[src/design/apl_pkg.sv]
`timescale 1ns / 1ps
// ----------------------------------------------------------------------------
// apl_pkg - shared types and constants of the audio peak limiter
// Field widths, register indexes and reset values, the frame and result beat
// types, and the command and status groups between controller and datapath.
// ----------------------------------------------------------------------------
package apl_pkg;

	localparam int NUM_LANES        = 8;
	localparam int SMP_W            = 24;
	localparam int ENV_W            = 23;
	localparam int COEF_W           = 16;
	localparam int GAIN_W           = 24;
	localparam int CHCFG_W          = 4;
	localparam int CFG_IDX_W        = 2;
	localparam int CFG_W            = 23;
	localparam int DEF_MAX_CHANNELS = 8;
	localparam int DIV_STEPS        = ENV_W;
	localparam int PROD_ENV_W       = COEF_W + ENV_W;
	localparam int PROD_OUT_W       = 2 * SMP_W;

	localparam logic [CFG_IDX_W-1:0] REG_THRESHOLD = 2'd0;
	localparam logic [CFG_IDX_W-1:0] REG_ATTACK    = 2'd1;
	localparam logic [CFG_IDX_W-1:0] REG_RELEASE   = 2'd2;
	localparam logic [CFG_IDX_W-1:0] REG_CHANNELS  = 2'd3;

	localparam logic [ENV_W-1:0]   THRESHOLD_RST = 23'd4204642;
	localparam logic [COEF_W-1:0]  ATTACK_RST    = 16'd64187;
	localparam logic [COEF_W-1:0]  RELEASE_RST   = 16'd65513;
	localparam logic [CHCFG_W-1:0] CHANNELS_RST  = 4'd2;

	localparam logic [ENV_W-1:0]  ENV_MAX    = 23'h7FFFFF;
	localparam logic [GAIN_W-1:0] UNITY_GAIN = 24'h800000;

	typedef logic signed [SMP_W-1:0] sample_t;
	typedef logic [ENV_W-1:0]        env_t;
	typedef logic [GAIN_W-1:0]       gain_t;
	typedef logic [NUM_LANES-1:0][SMP_W-1:0] lane_vec_t;

	typedef struct packed {
		sample_t    sample_0;
		sample_t    sample_1;
		sample_t    sample_2;
		sample_t    sample_3;
		sample_t    sample_4;
		sample_t    sample_5;
		sample_t    sample_6;
		sample_t    sample_7;
		logic       block_start;
	} frame_t;

	typedef struct packed {
		sample_t    out_0;
		sample_t    out_1;
		sample_t    out_2;
		sample_t    out_3;
		sample_t    out_4;
		sample_t    out_5;
		sample_t    out_6;
		sample_t    out_7;
		gain_t      applied_gain;
		env_t       peak_envelope;
	} result_t;

	typedef struct packed {
		logic capture;
		logic env_a;
		logic env_b;
		logic gain_eval;
		logic div_start;
		logic set_unity;
		logic take_quot;
		logic out_mul;
		logic publish;
	} ctrl_cmd_t;

	typedef struct packed {
		logic n_zero;
		logic last_ch;
		logic need_div;
		logic div_busy;
		logic div_done;
	} ctrl_sts_t;

	function automatic lane_vec_t frame_lanes(input frame_t f);
		lane_vec_t v;
		v[0] = f.sample_0;
		v[1] = f.sample_1;
		v[2] = f.sample_2;
		v[3] = f.sample_3;
		v[4] = f.sample_4;
		v[5] = f.sample_5;
		v[6] = f.sample_6;
		v[7] = f.sample_7;
		return v;
	endfunction

	function automatic result_t pack_result(input lane_vec_t v, input gain_t g, input env_t p);
		result_t r;
		r.out_0         = v[0];
		r.out_1         = v[1];
		r.out_2         = v[2];
		r.out_3         = v[3];
		r.out_4         = v[4];
		r.out_5         = v[5];
		r.out_6         = v[6];
		r.out_7         = v[7];
		r.applied_gain  = g;
		r.peak_envelope = p;
		return r;
	endfunction

endpackage

[src/design/apl_div.sv]
`timescale 1ns / 1ps
// ----------------------------------------------------------------------------
// apl_div - restoring divider for the limiter gain
// Computes floor(dividend * 2^23 / divisor), one quotient bit per cycle.
// The dividend is below the divisor, so the quotient fits in 23 bits.
// ----------------------------------------------------------------------------
module apl_div (
	input  logic                    clk,
	input  logic                    arst_n,
	input  logic                    start,
	input  apl_pkg::env_t           dividend,
	input  apl_pkg::env_t           divisor,
	output logic                    busy,
	output logic                    done,
	output apl_pkg::env_t           quotient
);

	localparam int CNT_W = $clog2(apl_pkg::DIV_STEPS);

	logic                     busy_q;
	logic                     done_q;
	logic [CNT_W-1:0]         cnt_q;
	apl_pkg::env_t            rem_q;
	apl_pkg::env_t            dvs_q;
	apl_pkg::env_t            quo_q;
	logic [apl_pkg::ENV_W:0]  rem_shift;
	logic [apl_pkg::ENV_W:0]  rem_diff;
	logic                     fits;

	assign rem_shift = {rem_q, 1'b0};
	assign rem_diff  = rem_shift - {1'b0, dvs_q};
	assign fits      = rem_shift >= {1'b0, dvs_q};

	always_ff @(posedge clk or negedge arst_n) begin
		if (!arst_n) begin
			busy_q <= 1'b0;
			done_q <= 1'b0;
			cnt_q  <= '0;
		end else begin
			done_q <= 1'b0;
			if (start) begin
				busy_q <= 1'b1;
				cnt_q  <= CNT_W'(apl_pkg::DIV_STEPS - 1);
			end else if (busy_q) begin
				cnt_q <= cnt_q - CNT_W'(1);
				if (cnt_q == '0) begin
					busy_q <= 1'b0;
					done_q <= 1'b1;
				end
			end
		end
	end

	always_ff @(posedge clk) begin
		if (start) begin
			rem_q <= dividend;
			dvs_q <= divisor;
			quo_q <= '0;
		end else if (busy_q) begin
			rem_q <= fits ? rem_diff[apl_pkg::ENV_W-1:0] : rem_shift[apl_pkg::ENV_W-1:0];
			quo_q <= {quo_q[apl_pkg::ENV_W-2:0], fits};
		end
	end

	assign busy     = busy_q;
	assign done     = done_q;
	assign quotient = quo_q;

endmodule

[src/design/apl_dp.sv]
`timescale 1ns / 1ps
// ----------------------------------------------------------------------------
// apl_dp - limiter datapath
// Configuration registers, channel envelopes, the shared envelope and output
// multipliers, the gain divider and the result register.
// ----------------------------------------------------------------------------
module apl_dp #(
	parameter int MAX_CHANNELS = apl_pkg::DEF_MAX_CHANNELS,
	parameter int CH_W         = (MAX_CHANNELS > 1) ? $clog2(MAX_CHANNELS) : 1
) (
	input  logic                            clk,
	input  logic                            arst_n,
	input  logic                            cfg_we,
	input  logic [apl_pkg::CFG_IDX_W-1:0]   cfg_index,
	input  logic [apl_pkg::CFG_W-1:0]       cfg_data,
	input  apl_pkg::frame_t                 frame,
	input  logic [CH_W-1:0]                 ch,
	input  apl_pkg::ctrl_cmd_t              cmd,
	output apl_pkg::ctrl_sts_t              sts,
	output apl_pkg::result_t                result
);

	localparam int CNT_W = $clog2(MAX_CHANNELS + 1);

	apl_pkg::env_t                   threshold_q;
	logic [apl_pkg::COEF_W-1:0]      attack_q;
	logic [apl_pkg::COEF_W-1:0]      release_q;
	logic [apl_pkg::CHCFG_W-1:0]     channels_q;

	apl_pkg::frame_t                 frame_q;
	apl_pkg::env_t                   env_q [MAX_CHANNELS];
	apl_pkg::env_t                   combined_q;
	apl_pkg::env_t                   peak_q;
	apl_pkg::gain_t                  gain_q;
	apl_pkg::sample_t                res_q [MAX_CHANNELS];
	apl_pkg::result_t                result_q;

	apl_pkg::env_t                   mag_s1;
	apl_pkg::env_t                   diff_s1;
	logic                            rise_s1;
	logic [apl_pkg::COEF_W-1:0]      coef_s1;

	logic [CNT_W-1:0]                n_ch;
	apl_pkg::lane_vec_t              lanes;
	apl_pkg::lane_vec_t              outs_all;
	apl_pkg::sample_t                smp [MAX_CHANNELS];
	apl_pkg::sample_t                sel_smp;
	logic [apl_pkg::SMP_W-1:0]       abs_smp;
	apl_pkg::env_t                   mag_sat;
	apl_pkg::env_t                   env_cur;
	logic                            rise;
	logic [apl_pkg::PROD_ENV_W-1:0]  prod_env;
	apl_pkg::env_t                   corr;
	apl_pkg::env_t                   env_new;
	logic [apl_pkg::PROD_OUT_W-1:0]  prod_out;
	logic [apl_pkg::SMP_W-1:0]       scaled;
	apl_pkg::sample_t                res_val;
	apl_pkg::env_t                   quot;
	logic                            div_busy;
	logic                            div_done;

	// Configuration registers.
	always_ff @(posedge clk or negedge arst_n) begin
		if (!arst_n) begin
			threshold_q <= apl_pkg::THRESHOLD_RST;
			attack_q    <= apl_pkg::ATTACK_RST;
			release_q   <= apl_pkg::RELEASE_RST;
			channels_q  <= apl_pkg::CHANNELS_RST;
		end else if (cfg_we) begin
			unique case (cfg_index)
				apl_pkg::REG_THRESHOLD: threshold_q <= cfg_data[apl_pkg::ENV_W-1:0];
				apl_pkg::REG_ATTACK:    attack_q    <= cfg_data[apl_pkg::COEF_W-1:0];
				apl_pkg::REG_RELEASE:   release_q   <= cfg_data[apl_pkg::COEF_W-1:0];
				apl_pkg::REG_CHANNELS:  channels_q  <= cfg_data[apl_pkg::CHCFG_W-1:0];
			endcase
		end
	end

	// A channel count above the lane count acts as the lane count.
	assign n_ch = (channels_q > apl_pkg::CHCFG_W'(MAX_CHANNELS)) ?
		CNT_W'(MAX_CHANNELS) : channels_q[CNT_W-1:0];

	assign lanes = apl_pkg::frame_lanes(frame_q);

	for (genvar g = 0; g < MAX_CHANNELS; g++) begin : g_smp
		assign smp[g] = lanes[g];
	end

	for (genvar g = 0; g < apl_pkg::NUM_LANES; g++) begin : g_outs
		if (g < MAX_CHANNELS) begin : g_used
			assign outs_all[g] = res_q[g];
		end else begin : g_unused
			assign outs_all[g] = '0;
		end
	end

	// Magnitude of the selected sample; only -1.0 sets the top bit, and the
	// envelope path saturates it to full scale.
	assign sel_smp = smp[ch];
	assign abs_smp = sel_smp[apl_pkg::SMP_W-1] ? apl_pkg::SMP_W'(-sel_smp) : sel_smp;
	assign mag_sat = abs_smp[apl_pkg::SMP_W-1] ? apl_pkg::ENV_MAX : abs_smp[apl_pkg::ENV_W-1:0];

	assign env_cur = env_q[ch];
	assign rise    = env_cur < mag_sat;

	// The correction is truncated toward the magnitude.
	assign prod_env = apl_pkg::PROD_ENV_W'(coef_s1) * apl_pkg::PROD_ENV_W'(diff_s1);
	assign corr     = prod_env[apl_pkg::PROD_ENV_W-1:apl_pkg::COEF_W];
	assign env_new  = rise_s1 ? (mag_s1 - corr) : (mag_s1 + corr);

	assign prod_out = apl_pkg::PROD_OUT_W'(abs_smp) * apl_pkg::PROD_OUT_W'(gain_q);
	assign scaled   = prod_out[apl_pkg::ENV_W+apl_pkg::SMP_W-1:apl_pkg::ENV_W];
	assign res_val  = sel_smp[apl_pkg::SMP_W-1] ? apl_pkg::SMP_W'(-scaled) : scaled;

	// Envelope state.
	always_ff @(posedge clk or negedge arst_n) begin
		if (!arst_n) begin
			for (int i = 0; i < MAX_CHANNELS; i++) begin
				env_q[i] <= '0;
			end
			combined_q <= '0;
		end else begin
			if (cmd.capture && frame.block_start) begin
				for (int i = 0; i < MAX_CHANNELS; i++) begin
					env_q[i] <= combined_q;
				end
			end else if (cmd.env_b) begin
				env_q[ch] <= env_new;
			end
			if (cmd.gain_eval) begin
				combined_q <= peak_q;
			end
		end
	end

	always_ff @(posedge clk) begin
		if (cmd.capture) begin
			frame_q <= frame;
			peak_q  <= '0;
			for (int i = 0; i < MAX_CHANNELS; i++) begin
				res_q[i] <= '0;
			end
		end else begin
			if (cmd.env_b && (env_new > peak_q)) begin
				peak_q <= env_new;
			end
			if (cmd.out_mul) begin
				res_q[ch] <= res_val;
			end
		end
		if (cmd.env_a) begin
			mag_s1  <= mag_sat;
			diff_s1 <= rise ? (mag_sat - env_cur) : (env_cur - mag_sat);
			rise_s1 <= rise;
			coef_s1 <= rise ? attack_q : release_q;
		end
		if (cmd.set_unity) begin
			gain_q <= apl_pkg::UNITY_GAIN;
		end else if (cmd.take_quot) begin
			gain_q <= {1'b0, quot};
		end
		if (cmd.publish) begin
			result_q <= apl_pkg::pack_result(outs_all, gain_q, combined_q);
		end
	end

	apl_div u_div (
		.clk      (clk),
		.arst_n   (arst_n),
		.start    (cmd.div_start),
		.dividend (threshold_q),
		.divisor  (peak_q),
		.busy     (div_busy),
		.done     (div_done),
		.quotient (quot)
	);

	always_comb begin
		sts.n_zero   = (n_ch == '0);
		sts.last_ch  = (CNT_W'(ch) == (n_ch - CNT_W'(1)));
		sts.need_div = peak_q > threshold_q;
		sts.div_busy = div_busy;
		sts.div_done = div_done;
	end

	assign result = result_q;

endmodule

[src/design/apl_ctrl.sv]
`timescale 1ns / 1ps
// ----------------------------------------------------------------------------
// apl_ctrl - limiter sequencer
// Walks one frame through envelope update, gain calculation and output
// scaling, and owns both handshakes and the channel counter.
// ----------------------------------------------------------------------------
module apl_ctrl #(
	parameter int CH_W = 3
) (
	input  logic                clk,
	input  logic                arst_n,
	input  logic                frame_valid,
	output logic                frame_stall,
	output logic                result_valid,
	input  logic                result_stall,
	input  apl_pkg::ctrl_sts_t  sts,
	output apl_pkg::ctrl_cmd_t  cmd,
	output logic [CH_W-1:0]     ch
);

	typedef enum logic [2:0] {
		S_IDLE,
		S_ENV_A,
		S_ENV_B,
		S_GAIN,
		S_DIV,
		S_OUT,
		S_DONE
	} state_t;

	state_t          state_q;
	state_t          state_d;
	logic [CH_W-1:0] ch_q;
	logic [CH_W-1:0] ch_d;
	logic            result_valid_q;

	always_comb begin
		cmd     = '0;
		state_d = state_q;
		ch_d    = ch_q;
		unique case (state_q)
			S_IDLE: begin
				if (frame_valid) begin
					cmd.capture = 1'b1;
					ch_d        = '0;
					state_d     = sts.n_zero ? S_GAIN : S_ENV_A;
				end
			end
			S_ENV_A: begin
				cmd.env_a = 1'b1;
				state_d   = S_ENV_B;
			end
			S_ENV_B: begin
				cmd.env_b = 1'b1;
				if (sts.last_ch) begin
					state_d = S_GAIN;
				end else begin
					ch_d    = ch_q + CH_W'(1);
					state_d = S_ENV_A;
				end
			end
			S_GAIN: begin
				cmd.gain_eval = 1'b1;
				ch_d          = '0;
				if (sts.need_div) begin
					cmd.div_start = 1'b1;
					state_d       = S_DIV;
				end else begin
					cmd.set_unity = 1'b1;
					state_d       = sts.n_zero ? S_DONE : S_OUT;
				end
			end
			S_DIV: begin
				if (sts.div_done) begin
					cmd.take_quot = 1'b1;
					state_d       = S_OUT;
				end
			end
			S_OUT: begin
				cmd.out_mul = 1'b1;
				if (sts.last_ch) begin
					state_d = S_DONE;
				end else begin
					ch_d = ch_q + CH_W'(1);
				end
			end
			S_DONE: begin
				// The result register frees up in the same cycle its beat is taken.
				if (!result_valid_q || !result_stall) begin
					cmd.publish = 1'b1;
					state_d     = S_IDLE;
				end
			end
		endcase
	end

	always_ff @(posedge clk or negedge arst_n) begin
		if (!arst_n) begin
			state_q        <= S_IDLE;
			ch_q           <= '0;
			result_valid_q <= 1'b0;
		end else begin
			state_q <= state_d;
			ch_q    <= ch_d;
			if (cmd.publish) begin
				result_valid_q <= 1'b1;
			end else if (!result_stall) begin
				result_valid_q <= 1'b0;
			end
		end
	end

	assign frame_stall  = (state_q != S_IDLE);
	assign result_valid = result_valid_q;
	assign ch           = ch_q;

endmodule

[src/design/audio_peak_limiter_core.sv]
`timescale 1ns / 1ps
// ----------------------------------------------------------------------------
// audio_peak_limiter_core - feedforward peak limiter for multichannel frames
// Per-channel peak envelopes, a combined envelope, a threshold/envelope gain
// and a gain applied to every sample in use.
//
//   channel  | handshake                 | payload
//   ---------+---------------------------+--------------------------------
//   frame    | frame_valid / frame_stall | frame   (8 samples, block_start)
//   result   | result_valid/result_stall | result  (8 outs, gain, envelope)
//   config   | cfg_we                    | cfg_index, cfg_data
//
// Each frame is captured, each channel in use gets its envelope update, the
// gain step follows, and each channel is then scaled; over threshold the
// 23-step restoring divider runs before the scaling. The shared envelope
// multiplier serves a channel in the ENV_A and ENV_B states, the output
// multiplier in the OUT state. A new frame is taken in the cycle after its
// predecessor reaches the result register; a stalled result holds only the
// final hand-over. Reset clears envelopes, registers take their defaults.
// ----------------------------------------------------------------------------
module audio_peak_limiter_core #(
	parameter int MAX_CHANNELS = apl_pkg::DEF_MAX_CHANNELS
) (
	input  logic                            clk,
	input  logic                            arst_n,
	input  logic                            cfg_we,
	input  logic [apl_pkg::CFG_IDX_W-1:0]   cfg_index,
	input  logic [apl_pkg::CFG_W-1:0]       cfg_data,
	input  logic                            frame_valid,
	output logic                            frame_stall,
	input  apl_pkg::frame_t                 frame,
	output logic                            result_valid,
	input  logic                            result_stall,
	output apl_pkg::result_t                result
);

	localparam int CH_W = (MAX_CHANNELS > 1) ? $clog2(MAX_CHANNELS) : 1;

	apl_pkg::ctrl_cmd_t  cmd;
	apl_pkg::ctrl_sts_t  sts;
	logic [CH_W-1:0]     ch;

	apl_ctrl #(
		.CH_W (CH_W)
	) u_ctrl (
		.clk          (clk),
		.arst_n       (arst_n),
		.frame_valid  (frame_valid),
		.frame_stall  (frame_stall),
		.result_valid (result_valid),
		.result_stall (result_stall),
		.sts          (sts),
		.cmd          (cmd),
		.ch           (ch)
	);

	apl_dp #(
		.MAX_CHANNELS (MAX_CHANNELS),
		.CH_W         (CH_W)
	) u_dp (
		.clk       (clk),
		.arst_n    (arst_n),
		.cfg_we    (cfg_we),
		.cfg_index (cfg_index),
		.cfg_data  (cfg_data),
		.frame     (frame),
		.ch        (ch),
		.cmd       (cmd),
		.sts       (sts),
		.result    (result)
	);

`ifndef NO_ASSERTIONS
	a_busy_after_beat: assert property (@(posedge clk) disable iff (!arst_n)
		(frame_valid && !frame_stall) |=> frame_stall)
		else $error("frame taken while the previous one is still in work");

	a_stall_while_dividing: assert property (@(posedge clk) disable iff (!arst_n)
		sts.div_busy |-> frame_stall)
		else $error("input open while the gain divider runs");

	a_gain_at_most_unity: assert property (@(posedge clk) disable iff (!arst_n)
		result_valid |-> (result.applied_gain <= apl_pkg::UNITY_GAIN))
		else $error("applied gain above unity");

	a_silent_unity: assert property (@(posedge clk) disable iff (!arst_n)
		(result_valid && (result.peak_envelope == '0)) |->
		(result.applied_gain == apl_pkg::UNITY_GAIN))
		else $error("gain reduced with a zero envelope");
`endif

endmodule

[config.mk]
export PLATFORM = sky130hd
export DESIGN_NAME = audio_peak_limiter_core
export DESIGN_NICKNAME = d
export VERILOG_FILES = /design/src/design/apl_pkg.sv /design/src/design/apl_div.sv /design/src/design/apl_dp.sv /design/src/design/apl_ctrl.sv /design/src/design/audio_peak_limiter_core.sv
export SDC_FILE = /design/constraint.sdc
export NUM_CORES = 2
export LEC_CHECK = 0
export BUFFER_PORTS_ARGS = -buffer_cell sky130_fd_sc_hd__buf_2
export CAP_MARGIN = 10
export CORE_AREA = 2 2 339 425
export DETAILED_ROUTE_END_ITERATION = 10
export DIE_AREA = 0 0 341 427
export HOLD_SLACK_MARGIN = 0.1
export PLACE_DENSITY = 0.76
export SLEW_MARGIN = 15
export SYNTH_ARGS = -nofsm -noshare
export SYNTH_HDL_FRONTEND = slang
export SYNTH_SLANG_ARGS = --single-unit
[constraint.sdc]
create_clock -name clk -period 21.9 [get_ports clk]
set_clock_uncertainty 0.2 [all_clocks]
set_input_delay 2.19 -clock clk [delete_from_list [all_inputs] [get_ports clk]]
set_output_delay 2.19 -clock clk [all_outputs]
set_load 0.02 [all_outputs]
* Word level (Yosys, flattened, before mapping)
Memories as Yosys holds them, arrays and structs flattened. A register that Yosys moved wholly into a read port is not among the register bits. Cells that the tools add are included. Widths: inputs -> output; s select.
Word-level totals: memory bits (writable) 192, memories 1, bits in registers 698, logic and storage cells 160
Memory list:
- u_dp.res_q | depth 8, bits a word 24, read ports 8, clocked after Yosys merged registers in 8, write ports 8, line apl_dp.sv:35 | apl_pkg::sample_t res_q [MAX_CHANNELS];
Operators by class: eq/ne operators 16, bitwise logic cells 1, $mul 2, muxes and demuxes 63, reduce and logical (&&, ||, !) cells 22, add/sub/neg operators 10, $lt $le $gt $ge 7
Operators by type and width (number):
- $mux 184 | 2
- $mux 23 | 9
- $bwmux 184 | 1
- $mux 24 | 5
- $sub 23x23->23 | 4
- $bmux 24 s3 | 1
- $bmux 23 s3 | 1
- $demux 23 s3 | 1
- $neg 24->24 | 2
- $mul 24x24->47 | 1
- $gt 23x23->1 | 2
- $mul 16x23->39 | 1
- $mux 3 | 9
- $mux 1 | 25
- $ge 24x23->1 | 1
- $reduce_or 24->1 | 1
- $add 23x23->23 | 1
- $lt 23x23->1 | 1
- $pmux 3 s7 | 1
- $mux 16 | 1
- $mux 5 | 2
- $eq 3x3->1 const B | 3
- $pmux 3 s3 | 1
- $reduce_and 2->1 | 4
- other kinds (28) | 41

* Longest topological paths before layout
depth in word-level cells 10, mapped depth 46

* Cells and area by module
Synthesis repeated with hierarchy kept, for this count alone.
Unflattened totals: cell total of the unflattened synthesis 7416, area total of the unflattened synthesis 78295.1 um^2
By module, submodules not included:
- apl_dp | sequential area each 28237.1 um^2, instances 1, area each 73344.1 um^2, cells each 6915
- apl_div | sequential area each 2016.9 um^2, instances 1, area each 4409.2 um^2, cells each 439
- apl_ctrl | sequential area each 175.2 um^2, instances 1, area each 541.8 um^2, cells each 62

* Worst setup path before layout
No wires, ideal clock.
path kind input -> register, start point input port result_stall, end point register, netlist name result[100], stages on the path 2, data required time 20.520 ns, arrival time 19.285 ns, slack 1.235 ns, cell sequence nand2_1 nor3b_1
RTL lines:
- from (decl) | line audio_peak_limiter_core.sv:33 | input logic result_stall,

==> summary.md <==
| Metric | Value |
|---|---|
| Critical path peak fanout | `53` |
| CP top delay family | `adder cells` |
| Die H | `427 um` |
| Cells on worst reg2reg path | `35` |
| Vias | `57000` |
| WP data arrival | `13550 ps` |
| Syn-to-layout area delta | `10.5%` |
| Starting Density | `54.5%` |
| Number of synthesized flops with an enable pin | `732` |
| # IOs | `464` |
| Routability cong. | `0.931` |
| Post-synth net total | `8660` |
| Crit path top cell by count | `fa_1` |
| Area leader, netlist | `edfxtp_1` |
| Critical path launch point type | `flip-flop` |
| Grt total ovfl | `0` |
| Share of cells above drive strength 1 | `12.6%` |
| Hold Buf Count CTS | `0` |
| Commonest cells post-synth | `1026 x nand2_1, 973 x inv_1, 775 x fa_1` |
| RR Startpoint | `u_ctrl.ch[2]` |
| Post-Route WL | `226000 um` |
| Port-buffer cells | `463` |
| Vias in the first global route | `59480` |
| Initial antenna violation count | `7` |
| Buffer count from post-CTS setup fixing | `0` |
| CTS tree | `done` |
| Tmin final | `13310 ps` |
| FMAX | `75.1 MHz` |
| Wire per inst | `23.7 um` |
| Slew Limit Headroom | `7.42%` |
| Worst hold path type | `flip-flop to flip-flop` |
| Nets | `8993` |
| Synthesized area | `77300 um^2` |
| Max Buffers Root-to-Sink | `3` |
| Syn avg cell area | `10.7 um^2` |
| Synth Flop Type | `edfxtp_1` |
| Max Cap Viol | `0` |
| Critical Path Start | `u_ctrl.ch[2]` |
| Clk slew on worst S/H paths | `70 ps` |
| Final ANT Viol Nets | `0` |
| Cell count after synthesis | `7245` |
| Synth Warn # | `0` |
| Dominant cells by area after synthesis | `edfxtp_1 28%, fa_1 20%, dfrtp_1 8.0%, ha_1 6.8%, nand2_1 5.0%` |
| Slowest stage delay, CP | `880 ps` |
| Setup violations, final | `0` |
| Setup Crit Path Kind | `flip-flop to flip-flop` |
| First drt pass iteration count | `8` |
| Dpl hpwl | `164000 um` |
| Row count | `155` |
| Worst path slowest cell | `xor2_4` |
| Worst endpoint required time | `22140 ps` |
| Share of the synthesized area in the top cell type | `28.5%` |
| Post-synth ARST share | `25.9%` |
| First-pass GRT wire length | `347000 um` |
| Max-slew violation count | `0` |
| Largest net degree at the start of global routing | `179` |
| Resize count post-CTS | `0` |
| Bufs and invs on worst path | `6` |
| Drc violations | `0` |
| Stages on worst setup path | `35` |
| Clk Latency, worst-skew pair | `810 ps` |
| Crit end category | `flip-flop` |
| FF+latch count, synth | `1082` |
| CORE AREA | `142000 um^2` |
| Die X | `341 um` |
| H-tree lvl count | `3` |
| Reg2reg end | `u_dp.res_q[3][21]` |
| Most common cell in the netlist | `nand2_1` |
| Sequential share of the synthesized area | `39.4%` |
| Fin. Hold Viols | `0` |
| Tcrit/Tclk final | `60.8%` |
| Avg Vias per Cell | `5.97` |
| CTS buffer count | `101` |
| Worst-margin pin slew | `1380 ps` |
| Die area | `146000 um^2` |
| Overall Global Routing Usage | `31.2%` |
| Status | `completed` |
| Post-layout util | `60.2%` |
| Cell chosen for the clock root | `clkbuf_16` |
| Yosys cell types | `96` |
| Drt initial violations | `5335` |
| CTS Sinks | `1082` |
| RSZ-0062 raised after global routing | `no` |
| R2r setup slk | `8590 ps` |
| Setup TNS | `0 ps` |
| Crit path to | `u_dp.res_q[3][21]` |
-- cell usage in the layout (no fill, tap or decap), types with 76 or more instances in the layout --
cell type and count:
nand2_1 1024, inv_1 972, fa_1 775, edfxtp_1 732
buf_2 462, ha_1 417, nor2_1 414, and2_1 388
dfrtp_1 245, a21oi_1 208, o21ai_0 184, buf_4 128
a221o_1 110, clkbuf_16 104, mux2i_1 98, xnor2_1 93
a21o_1 91, a31oi_1 76
-- stage by stage --
step           hold slack [ps]  area (um^2)  cells  setup WS [ps]
2_1_floorplan              200        77300   7245           1240
3_3_place_gp               201        81900   9359           9180
3_5_place_dp               205        81900   9359           8720
4_1_cts                    212        85300   9549           8720
5_1_grt                    214        85400   9551           7990
6_report                   204        85400   9551           8590
-- state kept, by name, indices dropped and copies added (netlist names), 23 cells and up --
| name | flops |
|---|---|
| u_dp.res_q | 192 |
| result | 192 |
| u_dp.peak_q | 23 |
| u_dp.env_q | 184 |
| u_dp.u_div.dvs_q | 23 |
| u_dp.gain_q | 24 |
| u_dp.u_div.rem_q | 23 |
| u_dp.diff_s1 | 23 |
| u_dp.u_div.quotient | 23 |
| u_dp.frame_q | 192 |
| u_dp.mag_s1 | 23 |
| u_dp.combined_q | 23 |
| u_dp.threshold_q | 23 |
| u_dp.result | 47 |
-- per-layer routing --
layer	GRT usage, %	part of all wire [%]	wire length [um]
met5	0	0.019	42
met4	16.0	5.5	12500
met3	6.46	9.6	21700
met2	51.1	47	107000
met1	39.4	38	85000
-- area by class of cell --
cell class                 instances  area (um^2)
antenna                            2         5.00
clock buffer                     133         2790
clock inverter                    57          664
fill                           11355        56400
inverter                         978         3680
multi-input combinational       4822        42100
sequential                      1082        30400
tap                             1884         2360
timing repair buffer             593         3330
-- logic make-up after synthesis --
logic type	share of synthesized area, %
adder cells (fa/ha/maj)	26.8
AND/OR/NAND/NOR	13.6
XOR/XNOR	1.85
multiplexers	2.38
buffers and inverters	6.57
flip-flops	39.4
AO/OA/AOI/OAI	9.41
-- worst min path at each step --
stage | start | to | slack (ps) | cells after the start
global placement | u_dp.res_q[6][4] | result[75] | 200 | 0
global route | u_dp.res_q[2][0] | result[167] | 210 | 0
CTS | u_dp.res_q[2][0] | result[167] | 210 | 0
finish | u_dp.res_q[2][0] | result[167] | 200 | 0
detailed placement | u_dp.res_q[4][1] | result[120] | 200 | 0
floorplan | u_dp.res_q[5][5] | result[100] | 200 | 0
Power is left out: the tool's default activity adds up to more than one toggle a clock period on the data nets, which glitch-free logic cannot reach.
